### src/rtl/wmm_pkg.sv
// ----------------------------------------------------------------------------
// wmm_pkg: shared types and constants of the wildcard mask matcher
// Operation codes, mask symbols, case folding and the queue entry format.
// ----------------------------------------------------------------------------
package wmm_pkg;

    localparam int MASK_MAX = 32;
    localparam int ACT_W    = MASK_MAX + 1;
    localparam int LEN_W    = $clog2(MASK_MAX + 1);
    localparam int IDX_W    = (MASK_MAX > 1) ? $clog2(MASK_MAX) : 1;

    localparam int Q_DEPTH  = 4;
    localparam int Q_PTR_W  = $clog2(Q_DEPTH);
    localparam int Q_CNT_W  = $clog2(Q_DEPTH + 1);

    localparam logic [7:0] SYM_STAR = 8'h2A;
    localparam logic [7:0] SYM_ANY  = 8'h3F;

    typedef enum logic [1:0] {
        OP_MASK_BYTE = 2'd0,
        OP_TEXT_BYTE = 2'd1,
        OP_END_TEXT  = 2'd2,
        OP_CLEAR     = 2'd3
    } t_op;

    typedef struct packed {
        t_op        op;
        logic [7:0] data;
    } t_cmd;

    typedef struct packed {
        logic valid;
        t_cmd cmd;
    } t_q_head;

    // Upper-case one byte of the single-byte code page.
    function automatic logic [7:0] fold_case(input logic [7:0] c);
        logic [7:0] r;
        r = c;
        if (c >= 8'h61 && c <= 8'h7A) begin
            r = c - 8'h20;
        end else if (c >= 8'hE0) begin
            r = c - 8'h20;
        end else if (c == 8'hB8) begin
            r = 8'hA8;
        end
        return r;
    endfunction

endpackage

### src/rtl/wmm_if.sv
// ----------------------------------------------------------------------------
// wmm_if: request and response channels of the wildcard mask matcher
// Valid/ready channels; an item moves when valid and ready are both high.
// ----------------------------------------------------------------------------
interface wmm_req_if;
    logic       valid;
    logic       ready;
    logic [1:0] operation;
    logic [7:0] data_byte;

    modport source (output valid, output operation, output data_byte, input ready);
    modport sink   (input valid, input operation, input data_byte, output ready);
endinterface

interface wmm_rsp_if;
    logic valid;
    logic ready;
    logic matched;
    logic mask_overflow;

    modport source (output valid, output matched, output mask_overflow, input ready);
    modport sink   (input valid, input matched, input mask_overflow, output ready);
endinterface

### src/rtl/wmm_front.sv
// ----------------------------------------------------------------------------
// wmm_front: request intake and command queue
// Folds the byte to upper case, classifies the request and queues it.
// ----------------------------------------------------------------------------
module wmm_front import wmm_pkg::*; (
    input  logic          i_clk,
    input  logic          i_rst_n,
    wmm_req_if.sink       i_req,
    output t_q_head       o_head,
    input  logic          i_pop
);

    t_cmd               r_q [Q_DEPTH];
    logic [Q_PTR_W-1:0] r_wr_ptr;
    logic [Q_PTR_W-1:0] r_rd_ptr;
    logic [Q_CNT_W-1:0] r_count;
    logic               w_push;

    assign i_req.ready = (r_count != Q_CNT_W'(Q_DEPTH));
    assign w_push      = i_req.valid && i_req.ready;

    assign o_head = '{valid: (r_count != '0), cmd: r_q[r_rd_ptr]};

    always_ff @(posedge i_clk) begin
        if (w_push) begin
            r_q[r_wr_ptr] <= '{op: t_op'(i_req.operation), data: fold_case(i_req.data_byte)};
        end
    end

    always_ff @(posedge i_clk) begin
        if (!i_rst_n) begin
            r_wr_ptr <= '0;
            r_rd_ptr <= '0;
            r_count  <= '0;
        end else begin
            if (w_push) begin
                r_wr_ptr <= r_wr_ptr + Q_PTR_W'(1);
            end
            if (i_pop) begin
                r_rd_ptr <= r_rd_ptr + Q_PTR_W'(1);
            end
            unique case ({w_push, i_pop})
                2'b10:   r_count <= r_count + Q_CNT_W'(1);
                2'b01:   r_count <= r_count - Q_CNT_W'(1);
                default: r_count <= r_count;
            endcase
        end
    end

    a_count_bound: assert property (@(posedge i_clk) disable iff (!i_rst_n)
        r_count <= Q_CNT_W'(Q_DEPTH))
        else $error("queue count beyond depth");

    a_pop_needs_entry: assert property (@(posedge i_clk) disable iff (!i_rst_n)
        i_pop |-> o_head.valid)
        else $error("pop from empty queue");

endmodule

### src/rtl/wmm_back.sv
// ----------------------------------------------------------------------------
// wmm_back: mask store and bit-parallel matcher
// Holds the mask, steps the active-position vector per text byte and
// registers the match result of each end of text.
// ----------------------------------------------------------------------------
module wmm_back import wmm_pkg::*; (
    input  logic          i_clk,
    input  logic          i_rst_n,
    input  t_q_head       i_head,
    output logic          o_pop,
    wmm_rsp_if.source     o_rsp
);

    logic [7:0]       r_mask [MASK_MAX];
    logic [LEN_W-1:0] r_len;
    logic             r_ovf;
    logic [ACT_W-1:0] r_act;
    logic [ACT_W-1:0] r_start;
    logic             r_out_valid;
    logic             r_out_matched;
    logic             r_out_ovf;

    logic [MASK_MAX-1:0] w_in_len;
    logic [MASK_MAX-1:0] w_star;
    logic [ACT_W-1:0]    w_upto;
    logic [ACT_W-1:0]    w_raw;
    logic [ACT_W-1:0]    w_step;
    logic [ACT_W-1:0]    n_start;
    logic                w_full;
    logic                w_new_star;
    logic                w_hit;

    // Close a vector over stars: a set bit on a star sets the next bit.
    function automatic logic [ACT_W-1:0] star_close(input logic [ACT_W-1:0] act,
                                                    input logic [MASK_MAX-1:0] star);
        logic [ACT_W-1:0] g;
        logic [ACT_W-1:0] p;
        logic [ACT_W-1:0] g_n;
        logic [ACT_W-1:0] p_n;
        g = act;
        p = {star, 1'b0};
        for (int d = 1; d < ACT_W; d = d * 2) begin
            g_n = g;
            p_n = p;
            for (int i = 0; i < ACT_W; i++) begin
                if (i >= d) begin
                    g_n[i] = g[i] | (p[i] & g[i-d]);
                    p_n[i] = p[i] & p[i-d];
                end else begin
                    p_n[i] = 1'b0;
                end
            end
            g = g_n;
            p = p_n;
        end
        return g;
    endfunction

    always_comb begin
        for (int i = 0; i < MASK_MAX; i++) begin
            w_in_len[i] = (LEN_W'(i) < r_len);
            w_star[i]   = w_in_len[i] && (r_mask[i] == SYM_STAR);
        end
        for (int i = 0; i < ACT_W; i++) begin
            w_upto[i] = (LEN_W'(i) <= r_len);
        end
    end

    // One text byte: stay on stars, advance on a matching literal or '?'.
    always_comb begin
        w_raw = '0;
        for (int i = 0; i < MASK_MAX; i++) begin
            if (r_act[i] && w_in_len[i]) begin
                if (w_star[i]) begin
                    w_raw[i] = 1'b1;
                end else if (r_mask[i] == SYM_ANY || r_mask[i] == i_head.cmd.data) begin
                    w_raw[i+1] = 1'b1;
                end
            end
        end
        w_step = star_close(w_raw, w_star);
    end

    // Extend the start closure when a star follows a run of leading stars.
    assign w_full     = (r_len == LEN_W'(MASK_MAX));
    assign w_new_star = (i_head.cmd.data == SYM_STAR) && r_start[r_len];
    assign n_start    = w_new_star ? (r_start | (ACT_W'(1) << (r_len + LEN_W'(1)))) : r_start;
    assign w_hit      = (r_len == '0) || r_act[r_len];

    assign o_pop = i_head.valid &&
                   (i_head.cmd.op != OP_END_TEXT || !r_out_valid || o_rsp.ready);

    always_ff @(posedge i_clk) begin
        if (o_pop && i_head.cmd.op == OP_MASK_BYTE && !w_full) begin
            r_mask[r_len[IDX_W-1:0]] <= i_head.cmd.data;
        end
        if (o_pop && i_head.cmd.op == OP_END_TEXT) begin
            r_out_matched <= w_hit;
            r_out_ovf     <= r_ovf;
        end
    end

    always_ff @(posedge i_clk) begin
        if (!i_rst_n) begin
            r_len       <= '0;
            r_ovf       <= 1'b0;
            r_act       <= ACT_W'(1);
            r_start     <= ACT_W'(1);
            r_out_valid <= 1'b0;
        end else begin
            if (o_pop) begin
                unique case (i_head.cmd.op)
                    OP_MASK_BYTE: begin
                        if (w_full) begin
                            r_ovf <= 1'b1;
                            r_act <= r_start;
                        end else begin
                            r_len   <= r_len + LEN_W'(1);
                            r_start <= n_start;
                            r_act   <= n_start;
                        end
                    end
                    OP_TEXT_BYTE: begin
                        r_act <= w_step;
                    end
                    OP_END_TEXT: begin
                        r_act <= r_start;
                    end
                    OP_CLEAR: begin
                        r_len   <= '0;
                        r_ovf   <= 1'b0;
                        r_start <= ACT_W'(1);
                        r_act   <= ACT_W'(1);
                    end
                endcase
            end
            if (o_pop && i_head.cmd.op == OP_END_TEXT) begin
                r_out_valid <= 1'b1;
            end else if (o_rsp.ready) begin
                r_out_valid <= 1'b0;
            end
        end
    end

    assign o_rsp.valid         = r_out_valid;
    assign o_rsp.matched       = r_out_matched;
    assign o_rsp.mask_overflow = r_out_ovf;

    a_end_gives_result: assert property (@(posedge i_clk) disable iff (!i_rst_n)
        (o_pop && i_head.cmd.op == OP_END_TEXT) |=> r_out_valid)
        else $error("end of text did not load the result register");

    a_act_within_len: assert property (@(posedge i_clk) disable iff (!i_rst_n)
        (r_act & ~w_upto) == '0 && (r_start & ~w_upto) == '0)
        else $error("active position beyond mask length");

    a_len_bound: assert property (@(posedge i_clk) disable iff (!i_rst_n)
        r_len <= LEN_W'(MASK_MAX))
        else $error("mask length beyond capacity");

endmodule

### src/rtl/wildcard_mask_matcher.sv
// ----------------------------------------------------------------------------
// wildcard_mask_matcher: case-insensitive '*' / '?' mask match of a text
// An end-of-text request is registered in the command queue and its verdict
// then in the result register, whose valid flag marks the result.
// Throughput: one request per cycle unless the 4-entry command queue is
// full; the match vector of all mask positions is updated per text byte.
// An end of text waits in the queue while an untaken result is still held.
// Reset clears the mask length, overflow flag, queue and result valid flag;
// mask store contents stay undefined and are never read before written.
// ----------------------------------------------------------------------------
module wildcard_mask_matcher import wmm_pkg::*; (
    input  logic      i_clk,
    input  logic      i_rst_n,
    wmm_req_if.sink   i_req,
    wmm_rsp_if.source o_rsp
);

    t_q_head w_head;
    logic    w_pop;

    wmm_front u_front (
        .i_clk   (i_clk),
        .i_rst_n (i_rst_n),
        .i_req   (i_req),
        .o_head  (w_head),
        .i_pop   (w_pop)
    );

    wmm_back u_back (
        .i_clk   (i_clk),
        .i_rst_n (i_rst_n),
        .i_head  (w_head),
        .o_pop   (w_pop),
        .o_rsp   (o_rsp)
    );

endmodule

### src/flat_wrapper.sv
// flat-port wrapper written by rule: the top's interface ports become plain ports
module wildcard_mask_matcher_flat import wmm_pkg::*;
  (i_clk, i_rst_n, i_req_valid, i_req_operation, i_req_data_byte, i_req_ready, o_rsp_valid, o_rsp_matched, o_rsp_mask_overflow, o_rsp_ready);
  wmm_req_if i_req_i ();
  wmm_rsp_if o_rsp_i ();
  input  logic i_clk;
  input  logic i_rst_n;
  input wire logic [$bits(i_req_i.valid)-1:0] i_req_valid;
  input wire logic [$bits(i_req_i.operation)-1:0] i_req_operation;
  input wire logic [$bits(i_req_i.data_byte)-1:0] i_req_data_byte;
  output wire logic [$bits(i_req_i.ready)-1:0] i_req_ready;
  output wire logic [$bits(o_rsp_i.valid)-1:0] o_rsp_valid;
  output wire logic [$bits(o_rsp_i.matched)-1:0] o_rsp_matched;
  output wire logic [$bits(o_rsp_i.mask_overflow)-1:0] o_rsp_mask_overflow;
  input wire logic [$bits(o_rsp_i.ready)-1:0] o_rsp_ready;
  assign i_req_i.valid = i_req_valid;
  assign i_req_i.operation = i_req_operation;
  assign i_req_i.data_byte = i_req_data_byte;
  assign i_req_ready = i_req_i.ready;
  assign o_rsp_valid = o_rsp_i.valid;
  assign o_rsp_matched = o_rsp_i.matched;
  assign o_rsp_mask_overflow = o_rsp_i.mask_overflow;
  assign o_rsp_i.ready = o_rsp_ready;
  wildcard_mask_matcher u_core (.i_clk(i_clk), .i_rst_n(i_rst_n), .i_req(i_req_i), .o_rsp(o_rsp_i));
endmodule
### config.mk
export PLATFORM = sky130hd
export DESIGN_NAME = wildcard_mask_matcher_flat
export DESIGN_NICKNAME = d
export VERILOG_FILES = /design/src/rtl/wmm_pkg.sv /design/src/rtl/wmm_if.sv /design/src/rtl/wmm_front.sv /design/src/rtl/wmm_back.sv /design/src/rtl/wildcard_mask_matcher.sv /design/src/flat_wrapper.sv
export SDC_FILE = /design/constraint.sdc
export NUM_CORES = 1
export LEC_CHECK = 0
export BUFFER_PORTS_ARGS = -buffer_cell sky130_fd_sc_hd__buf_2
export CELL_PAD_IN_SITES_DETAIL_PLACEMENT = 0
export CELL_PAD_IN_SITES_GLOBAL_PLACEMENT = 2
export CORE_MARGIN = 5
export CORE_UTILIZATION = 25
export DETAILED_ROUTE_END_ITERATION = 10
export GPL_ROUTABILITY_DRIVEN = 0
export GPL_TIMING_DRIVEN = 0
export PLACE_DENSITY_LB_ADDON = 0.3
export SLEW_MARGIN = 20
export SYNTH_ARGS = -nofsm -noshare
export SYNTH_HDL_FRONTEND = slang
export SYNTH_HIERARCHICAL = 1
export SYNTH_SLANG_ARGS = --single-unit
### constraint.sdc
create_clock -name i_clk -period 9.4 [get_ports i_clk]
set_input_delay 0.47 -clock i_clk [delete_from_list [all_inputs] [get_ports i_clk]]
set_output_delay 0.47 -clock i_clk [all_outputs]
set_load 0.01 [all_outputs]
# Word level (Yosys, flattened, before mapping)
# Memory sizes are Yosys's and may differ from the RTL's. A register that Yosys moved wholly into a read port is not among the register bits.
# Index checks and enable logic that the tools add are counted.
# word_totals
register_bits	83
mem_bits_rw	296
in_bits	14
memories	2
word_cells	807
out_inout_bits	4
# classes
reduce_logical	117
magnitude_cmp	36
bitwise_logic	374
n_addsub	6
shifts	1
eq_ne	108
mux	153
# mem_list
memory	words	width	read_ports	rd_ports_with_merged_regs	wr	line_no	source
u_core.u_back.r_mask	32	8	32	0	1	wmm_back.sv:14	logic [7:0] r_mask [MASK_MAX];
u_core.u_front.r_q	4	10	1	1	1	wmm_front.sv:13	t_cmd r_q [Q_DEPTH];
# op_table
op	n
$eq A8 B6 Y1 const B	65
$eq A8 B8 Y1	32
$and A1 B1 Y1	238
$or A1 B1 Y1	135
$pmux W33 S4	1
$mux W1	105
$lt A5 B6 Y1 const A	16
$logic_and A1 B1 Y1	71
$mux W2	34
$mux W33	2
$pmux W33 S2	1
$lt A4 B6 Y1 const A	8
$logic_or A1 B1 Y1	35
$or A33 B33 Y33	1
$shl A1 B6 Y33 const A	1
$mux W8	4
$lt A3 B6 Y1 const A	4
$bmux W1 S6	2
$lt A1 B6 Y1 const A	2
$lt A2 B6 Y1 const A	2
$pmux W6 S2	1
$eq A8 B8 Y1 const B	1
$ge A8 B7 Y1 const B	1
$ge A8 B8 Y1 const B	1
other kinds (22)	32

# Logic depth before layout (Yosys ltp)
# logic_depth
depth_word	75
depth_mapped	16
ltp_nobuf	12

# By module
# Netlist, hierarchy kept.
# modules_own_cells
module	seq_area_each_um2	area_per_inst_um2	n_inst	cells_each
wmm_back	9228.9	18619.1	1	1781
wmm_front	1381.3	2083.2	1	127

# Worst setup path before layout
# OpenSTA, ideal clock, no wires.
# synth_timing
path_type	register to register
startpoint	reg u_core.u_back.r_len[0]
endpoint	reg u_core.u_back.r_act[19]
setup_time_ps	61
period_less_slack_ps	4081
required_time_ps	9339
path_buffers	3
arrival_ps	4020
path_stages_with_launch	16
slack_ps	5319
cell_sequence	dfxtp_1 > buf_2 > buf_1 > inv_1 > ha_1 > nand2b_1 > a21oi_1 > or3_1 > clkbuf_1 > or4b_1 > a311oi_2 > o21a_1 > a21oi_1 > and2_4 > o311ai_0 > a32o_1
# synth_between
elab_chain_len	16
elab_cells_between_ends	183
classes_between	add/sub: 1; order compare: 20; eq/ne: 1; shift: 1; mux: 64; bitwise: 55; reduce/logical: 41
# synth_lines
item	line_no	source
start, declared	wmm_back.sv:15	logic [LEN_W-1:0] r_len;
start signal, assigned	wmm_back.sv:118	r_len <= r_len + LEN_W'(1);
$lt A2 B6 Y1	wmm_back.sv:61	w_in_len[i] = (LEN_W'(i) < r_len);
$logic_and A1 B1 Y1	wmm_back.sv:62	w_star[i] = w_in_len[i] && (r_mask[i] == SYM_STAR);
$mux W1	wmm_back.sv:74	if (w_star[i]) begin
$mux W2	wmm_back.sv:73	if (r_act[i] && w_in_len[i]) begin
$mux W1	wmm_back.sv:74	
$mux W2	wmm_back.sv:73	
$and A1 B1 Y1	wmm_back.sv:47	g_n[i] = g[i] | (p[i] & g[i-d]);
$or A1 B1 Y1	wmm_back.sv:47	
$and A1 B1 Y1	wmm_back.sv:47	
$or A1 B1 Y1	wmm_back.sv:47	
$and A1 B1 Y1	wmm_back.sv:47	
$or A1 B1 Y1	wmm_back.sv:47	
$and A1 B1 Y1	wmm_back.sv:47	
$or A1 B1 Y1 (2 in a row)	wmm_back.sv:47	
$pmux W33 S4 (*)	wmm_back.sv:112	unique case (i_head.cmd.op)
end signal, assigned	wmm_back.sv:116	r_act <= r_start;
end signal, assigned	wmm_back.sv:120	r_act <= n_start;
end signal, assigned	wmm_back.sv:124	r_act <= w_step;
end, declared	wmm_back.sv:17	logic [ACT_W-1:0] r_act;
# Mark *: on every way between the ends. The rest lies on a longest branch, timed or not. The select of a mux whose other input is x is not followed.
# A chain may end at the register's enable or synchronous reset.

# Worst setup path in the final report
# layout_timing
startpoint	reg u_core.u_back.r_len[1]
endpoint	reg u_core.u_back.r_act[24]
# layout_between
elab_chain_len	16
elab_cells_between_ends	229
classes_between	add/sub: 1; order compare: 25; eq/ne: 1; shift: 1; mux: 79; bitwise: 71; reduce/logical: 51
# layout_lines
item	line_no
$lt A4 B6 Y1 or $lt A1 B6 Y1 (tied branches)	wmm_back.sv:61
$logic_and A1 B1 Y1	wmm_back.sv:62
$mux W1	wmm_back.sv:74
$mux W2	wmm_back.sv:73
$mux W1	wmm_back.sv:74
$mux W2	wmm_back.sv:73
$and A1 B1 Y1	wmm_back.sv:47
$or A1 B1 Y1	wmm_back.sv:47
$and A1 B1 Y1	wmm_back.sv:47
$or A1 B1 Y1	wmm_back.sv:47
$and A1 B1 Y1	wmm_back.sv:47
$or A1 B1 Y1	wmm_back.sv:47
$and A1 B1 Y1 or $or A1 B1 Y1 (tied branches)	wmm_back.sv:47
$or A1 B1 Y1 or $and A1 B1 Y1 (tied branches)	wmm_back.sv:47
$or A1 B1 Y1	wmm_back.sv:47
$pmux W33 S4 (*)	wmm_back.sv:112
# Marks and branches as above.

==> out/qor.csv <==
stage,metric,value,unit
grt,grt_util_all_layers,17.1,%
synthesis,synth_cell_types,91,
setup_path,worstSetupEndpointType,flop,
finish,seqCellArea,10600,um^2
grt,grt_pass1_wl,114000,um
route,drt-met1-wl,34800,um
synthesis,synth-seq-cells,381,
finish,final_area,23800,um^2
clock_network,holdBufCountCts,0,
timing,worstMarginPinSlew,1080,ps
grt,antenna_found_initial,5,
timing,final-max-slew-violation-count,0,
timing,fin_crit_sh,66.4,%
finish,fin_nets,2008,
worst_hold_path,hold_class,in -> reg,
floorplanning,dieArea,88700,um^2
power,p_leak,7.22,nW
timing,fmax,0.160,GHz
setup_path,cp.arrival,6770,ps
synthesis,synth_nets,1942,
route,dr.first_iter.drc_count,1414,
setup_path,required,9930,ps
route,top_layer_used,met4,
power,intPower,0.00390,W
finish,multi_input_area,9540,um^2
finish,fillCellCount,8411,
route,wirelength,78100,um
grt,overflow,0,
clock_network,clk_latency,590,ps
finish,fin_cells,3082,
floorplanning,core_area,82100,um^2
floorplanning,die_width,298,um
route,drtAntennaViolNets,0,
clock_network,cts_buffer_depth,3,
synthesis,syn-cell-area,20700,um^2
clock_network,cts_root_buffer,clkbuf_16,
floorplanning,io_pins,18,
outcome,status,completed,
power,pwr-share-clk,30.7,%
route,wl_met3,4040,um
timing,maxSlewHeadroom,28.3,%
floorplanning,rows,105,
placed_design,dpl_cell_area,22100,um^2
route,viasPerCell,5.26,
route,drtPass1Iterations,5,
timing,finalCriticalPeriod,6240,ps
power,powerDensity,262,nW/um^2
synthesis,yosys_warnings,6,
timing,finClkSkew,18.1,ps
power,irDropWorstVdd,182,uV
timing,setup_tns,0,ps
power,power.switching,0.00233,W
synthesis,synth_edf_count,298,
floorplanning,start_util,25.2,%
synthesis,synthArstFlopShare,0,%
placed_design,dp_hpwl,54700,um
setup_path,crit_type,reg -> reg,
route,vias,16200,
placed_design,io_buffers,17,
clock_network,cts_tree,done,
route,post_drt_wl_per_cell,25.3,um
clock_network,cts_setup_buffers,0,
grt,grt_max_degree,34,
route,drc,0,
placed_design,placed_cells,2995,
power,p_seq_share,34.5,%
clock_network,h-tree-depth,2,
clock_network,clk_pin_slew,60,ps
finish,diodes,0,
timing,finalSetupViolations,0,
finish,area_growth,14.9,%
floorplanning,die_h,298,um
synthesis,synthCells,1908,
route,wl_met2,37300,um
finish,layout-drive-gt1-share,9.10,%
synthesis,ys.flop_type,edfxtp_1,
power,swShare,37.3,%
grt,grt_pass1_vias,16400,
synthesis,synth-seq-area-share,51.3,%
timing,hold_viol_final,0,
job,drv_cap,0,
clock_network,cts_sinks,381,
synthesis,avgSynthCellArea,10.9,um^2
power,p_comb_share,34.8,%
clock_network,cts_resized,0,
setup_path,startpoint_type,flop,
setup_path,cp_max_fo,10,
timing,grt_setup_unrepaired,false,
clock_network,cts_buffers,47,
-- per-layer routing --
metal	GRT usage, %	vias up
met4	4.37	0
met1	23.0	8239
met2	29.0	477
li1	-	7385
met5	0	-
met3	2.58	111
-- synthesized netlist by cell type (7+ instances only) --
| library cell | count | area, um^2 |
|---|---|---|
| buf_2 | 41 | 205 |
| o21a_1 | 7 | 52.6 |
| xnor2_1 | 215 | 1880 |
| or3_1 | 19 | 119 |
| a31oi_1 | 32 | 200 |
| a22o_1 | 9 | 78.8 |
| and3_1 | 25 | 156 |
| nor2b_1 | 21 | 131 |
| mux4_2 | 28 | 631 |
| inv_1 | 35 | 131 |
| o211ai_1 | 13 | 97.6 |
| nand3_1 | 67 | 335 |
| a211oi_1 | 20 | 150 |
| nor3_1 | 49 | 245 |
| or4_1 | 18 | 135 |
| a21o_1 | 10 | 75.1 |
| nand4_1 | 70 | 438 |
| o2111ai_1 | 8 | 70.1 |
| and2_1 | 27 | 169 |
| a41oi_1 | 7 | 61.3 |
| a221o_1 | 10 | 100 |
| a211o_1 | 8 | 70.1 |
| nor4_1 | 29 | 181 |
| o21ai_0 | 76 | 380 |
| nand2_1 | 122 | 458 |
| a21oi_1 | 88 | 440 |
| o22ai_1 | 8 | 50.1 |
| edfxtp_1 | 298 | 8950 |
| nor2_1 | 157 | 589 |
| nor3b_1 | 11 | 82.6 |
| a221oi_1 | 12 | 105 |
| nand2b_1 | 11 | 68.8 |
| dfxtp_1 | 83 | 1660 |
| xor2_1 | 50 | 438 |
| o31ai_1 | 10 | 75.1 |
| clkbuf_1 | 48 | 180 |
| ha_1 | 19 | 238 |
-- cell families after synthesis --
| group | after synthesis | synth area share (%) |
|---|---|---|
| xor gates and xnor gates | 265 | 11.2 |
| and+or+nand+nor | 674 | 17.0 |
| DFF | 381 | 51.3 |
| buffers and inverters | 136 | 2.76 |
| AOI/OAI and AO/OA | 401 | 13.3 |
| adders and majority gates | 20 | 1.25 |
| muxes | 31 | 3.19 |
-- final timing paths --
| path | from | endpoint | slack, ps | cells after the start |
|---|---|---|---|---|
| min | i_req_operation[1] | u_core/u_front/r_q[2][9]$_DFFE_PP_ | 110 | 1 |
| max | u_core/u_back/r_len[1]$_SDFFE_PN0P_ | u_core/u_back/r_act[24]$_SDFFE_PN0P_ | 3160 | 15 |
| max reg2reg | u_core/u_back/r_len[1]$_SDFFE_PN0P_ | u_core/u_back/r_act[24]$_SDFFE_PN0P_ | 3160 | 15 |
| min reg2reg | u_core/u_back/r_start[0]$_SDFFE_PN1P_ | u_core/u_back/r_start[0]$_SDFFE_PN1P_ | 490 | 1 |
-- layout make-up --
class	instances	area share [%]
Sequential cell	381	44.6
Multi-Input combinational cell	1391	40.1
Tap cell	1070	5.63
Clock buffer	59	5.31
Buffer	96	1.78
Clock inverter	28	1.58
Inverter	40	0.631
Timing Repair Buffer	17	0.358
-- power groups by stage --
stage	combinational, W	clock, W	sequential (W)
floorplan	0.00132	0	0.00214
global placement	0.00217	0	0.00218
detailed placement	0.00219	0	0.00218
CTS	0.00219	0.00196	0.00215
global route	0.00231	0.00203	0.00215
finish	0.00217	0.00191	0.00215
-- worst max-delay path, cell delays in order, from the launching register on --
cell and delay, ps:
dfxtp_1 380, clkbuf_1 640, buf_2 450, buf_1 680, inv_1 190, ha_1 360
nor2b_1 540, o21ai_0 190, nor4_1 730, nand3_1 210, o211ai_1 270, nor4b_1 140
a21oi_1 360, o211ai_1 250, a211oi_1 580, a21o_1 200
-- cells in the final DEF, fill, tap and decap left out, drive strengths merged, types with 8 or more instances in the layout --
master   synthesis  layout
edfxtp         298     298
xnor2          215     215
nor2           157     157
nand2          122     122
clkbuf          48     108
a21oi           88      88
dfxtp           83      83
o21ai           80      80
nand4           70      70
nand3           67      67
buf             47      63
xor2            50      50
nor3            49      49
inv             35      39
a31oi           32      32
and2            30      30
nor4            29      29
mux4            28      28
and3            25      25
nor2b           21      21
a211oi          20      20
or3             20      20
ha              19      19
or4             19      19
clkinv           5      17
o211ai          13      13
a221oi          12      12
nand2b          11      11
nor3b           11      11
a21o            11      11
o31ai           10      10
a221o           10      10
a22o             9       9
or2              9       9
bufinv           0       8
o22ai            8       8
a211o            8       8
o2111ai          8       8
-- through the flow --
stage                     util (%)  power, W  hold slack (ps)  setup WS, ps
after floorplan                  -   0.00346              431          5320
after global placement        26.9   0.00435              474          3260
after detailed placement      27.0   0.00437              478          3360
after CTS                     29.0   0.00630             70.4          3320
after global routing          29.0   0.00650             85.6          2860
final                         29.0   0.00623              110          3160
-- state kept, by name, summed over array words and instances, names as in the netlist, named ones only --
register,flops
u_core/u_front/r_wr_ptr,2
u_core/u_back/r_mask,256
u_core/u_back/o_rsp.mask_overflow,1
u_core/u_back/r_start,33
u_core/u_back/o_rsp.matched,1
u_core/u_front/r_q,40
u_core/u_back/r_ovf,1
u_core/u_back/r_act,33
u_core/u_front/r_rd_ptr,2
u_core/u_back/r_len,6
u_core/u_back/o_rsp.valid,1
u_core/u_front/r_count,3
No activity file was read; power rests on OpenSTA's default activity.
